## config.mk

```make
export PLATFORM = sky130hd
export DESIGN_NAME = pid_integral_separation_core
export DESIGN_NICKNAME = d
export VERILOG_FILES = /design/src/rtl/pidis_pkg.sv /design/src/rtl/pidis_integrator.sv /design/src/rtl/pid_integral_separation_core.sv
export SDC_FILE = /design/constraint.sdc
export NUM_CORES = 2
export LEC_CHECK = 0
export ABC_AREA = 1
export ABC_CLOCK_PERIOD_IN_PS = 16450
export BUFFER_PORTS_ARGS = -buffer_cell sky130_fd_sc_hd__buf_4
export CORE_AREA = 4 4 409 411
export DETAILED_ROUTE_END_ITERATION = 10
export DIE_AREA = 0 0 413 415
export PLACE_DENSITY = 0.55
export SLEW_MARGIN = 40
export SYNTH_ARGS = -nofsm -noshare
export SYNTH_HDL_FRONTEND = slang
export SYNTH_SLANG_ARGS = --single-unit
```

## constraint.sdc

```tcl
create_clock -name clk -period 16.45 [get_ports clk]
set_input_delay 3.29 -clock clk [delete_from_list [all_inputs] [get_ports clk]]
set_output_delay 3.29 -clock clk [all_outputs]
set_load 0.03 [all_outputs]
```

## src/rtl/pidis_pkg.sv

```systemverilog
`default_nettype none

package pidis_pkg;

  // Field widths fixed by the interface.
  localparam int GAIN_W     = 16;
  localparam int SAMPLE_W   = 16;
  localparam int LIMIT_W    = 15;
  localparam int RANGE_W    = 20;
  localparam int DRIVE_W    = 32;

  // Internal arithmetic widths.
  localparam int ERR_W      = SAMPLE_W + 1;
  localparam int DIFF_W     = ERR_W + 1;
  localparam int INTEG_W    = RANGE_W + 1;
  localparam int SUM_W      = INTEG_W + 1;
  localparam int P_KP_W     = GAIN_W + ERR_W;
  localparam int P_KD_W     = GAIN_W + DIFF_W;
  localparam int P_KI_W     = GAIN_W + INTEG_W;
  localparam int ACC_W      = P_KI_W + 3;
  localparam int FRAC_W     = 8;

  // Configuration port.
  localparam int CFG_IDX_W  = 3;
  localparam int CFG_DATA_W = RANGE_W;

  typedef enum logic [CFG_IDX_W-1:0] {
    CFG_KP             = 3'd0,
    CFG_KI             = 3'd1,
    CFG_KD             = 3'd2,
    CFG_MEASURE_LIMIT  = 3'd3,
    CFG_INTEGRAL_RANGE = 3'd4
  } cfg_reg_t;

  // One sample as seen by the multiply stage: error terms and the
  // integrator state as it stood before this sample updated it.
  typedef struct packed {
    logic signed [ERR_W-1:0]   err;
    logic signed [DIFF_W-1:0]  diff;
    logic signed [INTEG_W-1:0] integ;
    logic                      gate;
  } sample_t;

endpackage

`default_nettype wire

```

## src/rtl/pidis_integrator.sv

```systemverilog
`default_nettype none

module pidis_integrator (
  input  logic                                   clk,
  input  logic                                   rst_n,
  input  logic                                   accept,
  input  logic signed [pidis_pkg::SAMPLE_W-1:0]  target,
  input  logic signed [pidis_pkg::SAMPLE_W-1:0]  measure,
  input  logic                                   enabled,
  input  logic        [pidis_pkg::LIMIT_W-1:0]   limit,
  input  logic        [pidis_pkg::RANGE_W-1:0]   range,
  output pidis_pkg::sample_t                     smp
);

  logic signed [pidis_pkg::ERR_W-1:0]   prev_r,  prev_nxt;
  logic signed [pidis_pkg::INTEG_W-1:0] sum_r,   sum_nxt;
  logic                                 gate_r,  gate_nxt;

  logic signed [pidis_pkg::ERR_W-1:0]   err;
  logic signed [pidis_pkg::DIFF_W-1:0]  diff;
  logic signed [pidis_pkg::ERR_W-1:0]   meas_x;
  logic signed [pidis_pkg::ERR_W-1:0]   lim_x;
  logic                                 in_window;
  logic signed [pidis_pkg::SUM_W-1:0]   sum_raw;
  logic signed [pidis_pkg::SUM_W-1:0]   rng_x;
  logic signed [pidis_pkg::SUM_W-1:0]   sum_clamped;

  always_comb begin
    err  = $signed({target[pidis_pkg::SAMPLE_W-1], target})
         - $signed({measure[pidis_pkg::SAMPLE_W-1], measure});
    diff = $signed({err[pidis_pkg::ERR_W-1], err})
         - $signed({prev_r[pidis_pkg::ERR_W-1], prev_r});

    meas_x    = $signed({measure[pidis_pkg::SAMPLE_W-1], measure});
    lim_x     = $signed({2'b00, limit});
    in_window = (meas_x <= lim_x) && (meas_x >= -lim_x);

    sum_raw = pidis_pkg::SUM_W'(sum_r) + pidis_pkg::SUM_W'(err);
    rng_x   = $signed({2'b00, range});
    if (sum_raw > rng_x) begin
      sum_clamped = rng_x;
    end else if (sum_raw < -rng_x) begin
      sum_clamped = -rng_x;
    end else begin
      sum_clamped = sum_raw;
    end

    prev_nxt = prev_r;
    sum_nxt  = sum_r;
    gate_nxt = gate_r;
    if (accept) begin
      prev_nxt = err;
      if (enabled) begin
        if (!in_window) begin
          gate_nxt = 1'b0;
        end else begin
          gate_nxt = 1'b1;
          sum_nxt  = sum_clamped[pidis_pkg::INTEG_W-1:0];
        end
      end else begin
        sum_nxt = '0;
      end
    end

    smp.err   = err;
    smp.diff  = diff;
    smp.integ = sum_r;
    smp.gate  = gate_r;
  end

  always_ff @(posedge clk) begin
    if (!rst_n) begin
      prev_r <= '0;
      sum_r  <= '0;
      gate_r <= 1'b0;
    end else begin
      prev_r <= prev_nxt;
      sum_r  <= sum_nxt;
      gate_r <= gate_nxt;
    end
  end

  // The clamp is symmetric, so the most negative code is never reached.
  a_sum_symmetric: assert property (@(posedge clk) disable iff (!rst_n)
    sum_r != {1'b1, {(pidis_pkg::INTEG_W-1){1'b0}}})
    else $error("integral reached the most negative code");

  a_disable_clears: assert property (@(posedge clk) disable iff (!rst_n)
    accept && !enabled |=> sum_r == '0)
    else $error("disabled sample did not clear the integral");

  a_window_sets_gate: assert property (@(posedge clk) disable iff (!rst_n)
    accept && enabled && in_window |=> gate_r)
    else $error("sample inside the window did not open the gate");

endmodule

`default_nettype wire

```

## src/rtl/pid_integral_separation_core.sv

```systemverilog
`default_nettype none

// Channel   Direction  Handshake               Payload
// cfg       in         cfg_we                  cfg_index, cfg_data
// in        in         in_valid / in_ready     in_target, in_measure, in_enabled
// out       out        out_valid / out_ready   out_drive, out_integral_active
//
// One transaction is accepted per cycle while in_ready is high; each yields one result.
// The integrator state updates in the accept cycle, so samples may follow back to back.
// The three gain multiplies share one register stage; the sum, shift and clamp take the next.
// Reset is synchronous, active low; it loads the default gains and limits and
// empties the pipeline. A stalled output holds its result while the earlier
// stages keep filling until every stage is occupied.

module pid_integral_separation_core (
  input  logic                                    clk,
  input  logic                                    rst_n,
  input  logic                                    cfg_we,
  input  logic        [pidis_pkg::CFG_IDX_W-1:0]  cfg_index,
  input  logic        [pidis_pkg::CFG_DATA_W-1:0] cfg_data,
  input  logic                                    in_valid,
  output logic                                    in_ready,
  input  logic signed [pidis_pkg::SAMPLE_W-1:0]   in_target,
  input  logic signed [pidis_pkg::SAMPLE_W-1:0]   in_measure,
  input  logic                                    in_enabled,
  output logic                                    out_valid,
  input  logic                                    out_ready,
  output logic signed [pidis_pkg::DRIVE_W-1:0]    out_drive,
  output logic                                    out_integral_active
);

  // Configuration registers.
  logic signed [pidis_pkg::GAIN_W-1:0]  kp_r;
  logic signed [pidis_pkg::GAIN_W-1:0]  ki_r;
  logic signed [pidis_pkg::GAIN_W-1:0]  kd_r;
  logic        [pidis_pkg::LIMIT_W-1:0] limit_r;
  logic        [pidis_pkg::RANGE_W-1:0] range_r;

  always_ff @(posedge clk) begin
    if (!rst_n) begin
      kp_r    <= '0;
      ki_r    <= '0;
      kd_r    <= '0;
      limit_r <= '1;
      range_r <= '1;
    end else if (cfg_we) begin
      unique case (cfg_index)
        pidis_pkg::CFG_KP:             kp_r    <= cfg_data[pidis_pkg::GAIN_W-1:0];
        pidis_pkg::CFG_KI:             ki_r    <= cfg_data[pidis_pkg::GAIN_W-1:0];
        pidis_pkg::CFG_KD:             kd_r    <= cfg_data[pidis_pkg::GAIN_W-1:0];
        pidis_pkg::CFG_MEASURE_LIMIT:  limit_r <= cfg_data[pidis_pkg::LIMIT_W-1:0];
        pidis_pkg::CFG_INTEGRAL_RANGE: range_r <= cfg_data[pidis_pkg::RANGE_W-1:0];
        default: ;
      endcase
    end
  end

  // Flow control: each stage moves when the stage after it is empty or moving.
  logic s1_v_r, s2_v_r, out_v_r;
  logic out_free, s2_free, s1_free, in_acc;

  assign out_free = !out_v_r || out_ready;
  assign s2_free  = !s2_v_r  || out_free;
  assign s1_free  = !s1_v_r  || s2_free;
  assign in_ready = s1_free;
  assign in_acc   = in_valid && s1_free;

  // Error terms and the integrator state; the state advances on acceptance so
  // the very next transaction already sees it.
  pidis_pkg::sample_t smp;

  pidis_integrator u_integrator (
    .clk     (clk),
    .rst_n   (rst_n),
    .accept  (in_acc),
    .target  (in_target),
    .measure (in_measure),
    .enabled (in_enabled),
    .limit   (limit_r),
    .range   (range_r),
    .smp     (smp)
  );

  // Stage 1: registered sample.
  pidis_pkg::sample_t s1_r;

  always_ff @(posedge clk) begin
    if (!rst_n) begin
      s1_v_r <= 1'b0;
    end else if (s1_free) begin
      s1_v_r <= in_acc;
    end
  end

  always_ff @(posedge clk) begin
    if (in_acc) begin
      s1_r <= smp;
    end
  end

  // Stage 2: gain products. The integral product is zero when the gate was shut.
  logic signed [pidis_pkg::P_KP_W-1:0] p_kp_r, p_kp_nxt;
  logic signed [pidis_pkg::P_KD_W-1:0] p_kd_r, p_kd_nxt;
  logic signed [pidis_pkg::P_KI_W-1:0] p_ki_r, p_ki_nxt;
  logic                                s2_gate_r;

  always_comb begin
    p_kp_nxt = $signed(kp_r) * $signed(s1_r.err);
    p_kd_nxt = $signed(kd_r) * $signed(s1_r.diff);
    if (s1_r.gate) begin
      p_ki_nxt = $signed(ki_r) * $signed(s1_r.integ);
    end else begin
      p_ki_nxt = '0;
    end
  end

  always_ff @(posedge clk) begin
    if (!rst_n) begin
      s2_v_r <= 1'b0;
    end else if (s2_free) begin
      s2_v_r <= s1_v_r;
    end
  end

  always_ff @(posedge clk) begin
    if (s2_free && s1_v_r) begin
      p_kp_r    <= p_kp_nxt;
      p_kd_r    <= p_kd_nxt;
      p_ki_r    <= p_ki_nxt;
      s2_gate_r <= s1_r.gate;
    end
  end

  // Stage 3: sum, floor shift out of Q8.8 (arithmetic shift), saturate.
  logic signed [pidis_pkg::ACC_W-1:0]   acc;
  logic signed [pidis_pkg::ACC_W-1:0]   acc_sh;
  logic signed [pidis_pkg::DRIVE_W-1:0] drive_nxt;
  logic                                 fits;
  logic signed [pidis_pkg::DRIVE_W-1:0] drive_r;
  logic                                 active_r;

  always_comb begin
    acc    = pidis_pkg::ACC_W'(p_kp_r) + pidis_pkg::ACC_W'(p_kd_r)
           + pidis_pkg::ACC_W'(p_ki_r);
    acc_sh = acc >>> pidis_pkg::FRAC_W;
    // The value fits when every bit above the drive's sign bit matches it.
    fits   = (acc_sh[pidis_pkg::ACC_W-1:pidis_pkg::DRIVE_W-1] == '0)
          || (acc_sh[pidis_pkg::ACC_W-1:pidis_pkg::DRIVE_W-1] == '1);
    if (fits) begin
      drive_nxt = acc_sh[pidis_pkg::DRIVE_W-1:0];
    end else begin
      drive_nxt = {acc_sh[pidis_pkg::ACC_W-1],
                   {(pidis_pkg::DRIVE_W-1){~acc_sh[pidis_pkg::ACC_W-1]}}};
    end
  end

  always_ff @(posedge clk) begin
    if (!rst_n) begin
      out_v_r <= 1'b0;
    end else if (out_free) begin
      out_v_r <= s2_v_r;
    end
  end

  always_ff @(posedge clk) begin
    if (out_free && s2_v_r) begin
      drive_r  <= drive_nxt;
      active_r <= s2_gate_r;
    end
  end

  assign out_valid           = out_v_r;
  assign out_drive           = drive_r;
  assign out_integral_active = active_r;

  a_stage2_holds: assert property (@(posedge clk) disable iff (!rst_n)
    s2_v_r && !s2_free |=> s2_v_r && $stable(p_ki_r) && $stable(p_kp_r))
    else $error("stage 2 lost its products while stalled");

  a_stage1_holds: assert property (@(posedge clk) disable iff (!rst_n)
    s1_v_r && !s2_free |=> s1_v_r && $stable(s1_r))
    else $error("stage 1 lost its sample while stalled");

  a_no_accept_when_full: assert property (@(posedge clk) disable iff (!rst_n)
    s1_v_r && s2_v_r && out_v_r && !out_ready |-> !in_ready)
    else $error("accepted a transaction with the pipeline full");

  a_reset_empties: assert property (@(posedge clk)
    !rst_n |=> !out_v_r && !s1_v_r && !s2_v_r)
    else $error("reset left a stage occupied");

endmodule

`default_nettype wire

```

# Yosys cells after proc, flatten, opt, wreduce, memory -nomap -nowiden
# Index checks and enable logic that the tools add are counted.
[word_totals] reg_bits=320 input_bits=61 output_inout_bits=35 wordCells=68
[classes] add_sub_neg=7 multipliers=3 magnitude_cmp=4 eq_ne=6 mux=6 n_bitwise=1 n_reduce_logical=20
[op_table] op="$mux W21" count=4
[op_table] op="$add A35 B37 Y38" count=1
[op_table] op="$mul A16 B21 Y37" count=1
[op_table] op="$add A33 B34 Y35" count=1
[op_table] op="$mul A16 B18 Y34" count=1
[op_table] op="$mul A16 B17 Y33" count=1
[op_table] op="$mux W31" count=1
[op_table] op="$add A21 B17 Y22" count=1
[op_table] op="$gt A22 B21 Y1" count=1
[op_table] op="$lt A22 B22 Y1" count=1
[op_table] op="$neg A20 Y22" count=1
[op_table] op="$sub A17 B17 Y18" count=1
[op_table] op="$ge A16 B17 Y1" count=1
[op_table] op="$neg A15 Y17" count=1
[op_table] op="$sub A16 B16 Y17" count=1
[op_table] op="$le A16 B16 Y1" count=1
[op_table] op="$reduce_and A2 Y1" count=7
[op_table] op="$eq A9 B9 Y1 const B" count=1
[op_table] op="$logic_not A9 Y1" count=1
[op_table] op="$eq A3 B2 Y1 const B" count=2
[op_table] op="$logic_and A1 B1 Y1" count=4
[op_table] op="$logic_or A1 B1 Y1" count=4
[op_table] op="$eq A3 B1 Y1 const B" count=1
[op_table] op="$eq A3 B3 Y1 const B" count=1
[op_table] op="5 further kinds" count=7

# Logic depth before layout (Yosys ltp)
[logic_depth] ltp_word=7 depth_mapped=40 depth_no_buf=39

# Hierarchy
# From an unflattened synthesis, not the netlist that was laid out.
[unflattened] cells_unflattened=6880 area_unflattened_um2=54597.4
[by_module_without_submodules] module="pid_integral_separation_core" n_inst=1 cells_per_inst=5796 area_each_um2=47579.4 seq_area_each_um2=7517.2
[by_module_without_submodules] module="pidis_integrator" n_inst=1 cells_per_inst=1084 area_each_um2=7018.0 seq_area_each_um2=780.7

# Least setup slack after synthesis
# OpenSTA, ideal clock, no wires.
[synth_path] path_type="input to register" from="input in_target[0] (netlist name)" to="register u_integrator.sum_r[12] (netlist name)" setup_time_ns=0.143 arrival_ns=7.709 slack_ns=8.597 path_stages=35 n_path_buf=1 path_cell_list="inv_1 -> ha_1 -> inv_1 -> fa_1 -> a21oi_1 -> o21bai_1 -> a21o_1 -> nand2_1 -> nand2_1 -> a21oi_1 -> o21a_1 -> nor2_1 -> nand3_1 -> nand2_1 -> or2_2 -> nand2_1 -> inv_1 -> ha_1 -> nand2_1 -> nand2_1 -> o21bai_1 -> a211oi_1 -> nand3_1 -> xor2_1 -> ha_1 -> nand2_1 -> nor3_1 -> a21oi_1 -> o21ai_1 -> nand2_1 -> buf_2 -> o21ai_0 -> clkinv_1 -> nand2_1 -> a21oi_2"
[synth_rtl] element="from (decl)" line_no="pid_integral_separation_core.sv:23" text="input logic signed [pidis_pkg::SAMPLE_W-1:0] in_target,"
[synth_rtl] element="to (signal assigned)" line_no="pidis_integrator.sv:78" text="sum_r <= sum_nxt;"
[synth_rtl] element="to (decl)" line_no="pidis_integrator.sv:16" text="logic signed [pidis_pkg::INTEG_W-1:0] sum_r, sum_nxt;"

==> flow_summary.json <==
{
  "ctsHoldBuffers": 0,
  "relSlewSlack_pct": 40.33,
  "yosys.area_share.xor_xnor_pct": 3.175,
  "placed_cells": 8327,
  "critPathMaxFanout": 23,
  "clk_latency_ps": 600,
  "nNetsFinal": 7620,
  "dr.pass1.iters": 5,
  "holdWs_ps": 448.7,
  "ys_types": 55,
  "core_sq_mm": 0.1641,
  "cts_max_path_buffers": 3,
  "post-route-period-util_pct": 52.01,
  "vdd_drop_max_mv": 0.08652,
  "cpMaxStageDelayCell": "xor2_1",
  "numCtsBuffers": 40,
  "cp-start-kind": "primary input",
  "yosys.area_share.simple_pct": 13.52,
  "finalNonFillerCells": 8416,
  "cpLargestDelayFamily": "simple AND/OR/NAND/NOR gates",
  "synth_top_family_by_area": "adder cells",
  "root_buffer": "clkbuf_16",
  "cts_resized": 0,
  "grt_usage_pct": 18.42,
  "synth_nets": 7647,
  "viasPerCell": 4.661,
  "synth_fa_ha_area_share_pct": 46.24,
  "syn-mean-instance-area_sq_um": 8.382,
  "final_core_util_pct": 34.66,
  "synth_compound_area_share_pct": 7.290,
  "final_common_cell": "inv_1",
  "cts_setup_buffers": 0,
  "drive_gt1_share_pct": 5.446,
  "final-hold-violation-count": 0,
  "wl_um": 154200,
  "arrival_ps": 9010,
  "critPathMaxStageDelay_ps": 410,
  "clock-sinks": 318,
  "slew_viol_final": 0,
  "async_reset_ff_share_pct": 0,
  "layout_common_cells": "inv_1 (1651), nand2_1 (1269), fa_1 (937), ha_1 (428), a21oi_1 (291)",
  "synth_cells": 6221,
  "rsz0062_at_grt": "no",
  "tightest_slew_ps": 895.0,
  "htree_num_levels": 2,
  "overflow": 0,
  "drtIter0Drc": 2350,
  "num_rows": 149,
  "wire_per_inst_um": 18.32,
  "grt_pass1_wl_um": 245900,
  "path_clk_slew_ps": 60,
  "cts_tree": "built",
  "path_buf_inv": 2,
  "start_util_pct": 31.78,
  "port_buffers": 95,
  "cellPowerDensity_mw_per_mm2": 76.28,
  "ys_seq_area_share_pct": 15.91,
  "syn_to_final_growth_pct": 9.051,
  "skew_ps": 22.13,
  "end_kind": "flop",
  "die_area_sq_mm": 0.1714,
  "fin_tns_setup_ps": 0,
  "die_w_um": 413,
  "setup_violations": 0,
  "p_leak_uw": 0.03029,
  "synth_edf_count": 193,
  "layout_min_cycle_time_ps": 8556,
  "yosysWarnings": 0,
  "boundaryPins": 96,
  "yosys_most_used_dff": "edfxtp_1",
  "antenna_found_initial": 3,
  "max_cap_violations": 0,
  "grt_pass1_vias": 42170,
  "ant_nets": 0,
  "fmax_mhz": 116.9,
  "die_h_um": 415,
  "vias": 39220,
  "routabilityCongestion": 0.9050,
  "worst_hold_path_type": "flop to flop",
  "grt_start_max_net_pins": 80,
  "synth_area_sq_mm": 0.05214,
  "drcViolationCount": 0,
  "synth_seq_cells": 318,
  "muxShareOfSynthArea_pct": 0,
  "crit_top_cell": "nand2_1",
  "outcome": "completed",
  "cp.required_ps": 16900,
  "critical_path_class": "primary input to flop",
  "dp_hpwl_um": 125100
}
==> layout make-up <==
cell class	count	area (sq um)
Fill cell	17200	107200
Multi-Input combinational cell	3993	36650
Sequential cell	318	8328
Inverter	1679	6305
Tap cell	2189	2739
Timing Repair Buffer	162	1381
Clock buffer	45	1051
Clock inverter	28	400.4
Antenna cell	2	5.005
==> synth_stat cells (3+ instances only) <==
master     number  share of area [%]
a211oi_1        9               0.13
a21boi_0        3              0.043
a21boi_1       10               0.14
a21o_1          9               0.13
a21oi_1       293                2.8
a21oi_2        17               0.29
a31oi_1        26               0.31
and2_1          5              0.060
buf_1          13              0.094
buf_2           5              0.048
buf_4           3              0.043
clkbuf_1      206                1.5
clkinv_1        7              0.050
dfxtp_1       125                4.8
edfxtp_1      193                 11
fa_1          937                 36
ha_1          428                 10
inv_1        1656                 12
inv_2          16               0.12
nand2_1      1272                9.2
nand2_2         8              0.096
nand3_1       108                1.0
nand3b_1        5              0.072
nand4_1        24               0.29
nor2_1        267                1.9
nor2_2          4              0.048
nor2_4          3              0.065
nor3_1         25               0.24
nor4_1         10               0.12
o2111ai_1       3              0.050
o211ai_1       24               0.35
o21a_1         18               0.26
o21ai_0       193                1.9
o21ai_1        37               0.36
o21bai_1       14               0.20
o221ai_1        6               0.10
o31ai_1         7               0.10
or2_2          21               0.25
xnor2_1        56               0.94
xor2_1        133                2.2
==> stage by stage <==
step	worst slack, ps	total power (uW)	area (sq um)
final	7894	4338	56860
after global routing	7372	4687	56860
after CTS	8000	4358	56670
after detailed placement	7385	3345	55220
after global placement	7408	3307	54950
after floorplan	8597	2579	52140
==> sequential cells by signal (all words and copies together) (netlist names) <==
name                 count
kd_r                    16
out_integral_active      1
ki_r                    16
u_integrator.gate_r      1
out_drive               30
p_ki_r                  37
range_r                 20
limit_r                 15
out_valid                1
u_integrator.prev_r     17
s1_r                    57
kp_r                    16
s1_v_r                   1
s2_gate_r                1
s2_v_r                   1
u_integrator.sum_r      21
p_kp_r                  33
p_kd_r                  34
==> where the power goes <==
part / leakage (uW) / switching, uW / internal (uW)
logic: 0.0267 / 1390 / 768
clock network: 0.000709 / 381 / 606
registers: 0.00289 / 180 / 1010
total: 0.0303 / 1950 / 2380
==> routing by layer <==
metal	vias to the layer above	global-route usage, %	share of wire [%]
li1	18440	-	-
met1	19560	25.27	45
met2	1047	29.83	46
met3	170	3.215	6.2
met4	0	5.216	3.2
met5	-	0	0
==> cells by family (layout without fill, tap and decap cells) <==
group,count (synthesis),in the layout
XOR/XNOR,189,189
other,0,2
AND/OR/NAND/NOR,1760,1760
AO/OA/AOI/OAI,679,679
flip-flops,318,318
buffers and inverters,1910,1914
adder cells (fa/ha/maj),1365,1365
==> path summary, 6_finish.rpt <==
check	endpoint	cells after the start	from	slack, ps
worst max-delay path	u_integrator.sum_r[14]	36	in_measure[2]	7890
worst min-delay path	s1_r[0]	0	u_integrator.gate_r	450
worst max register to register	p_kp_r[31]	22	s1_r[56]	9180
worst min register to register	s1_r[0]	0	u_integrator.gate_r	450
(Power assumes the default switching activity.)
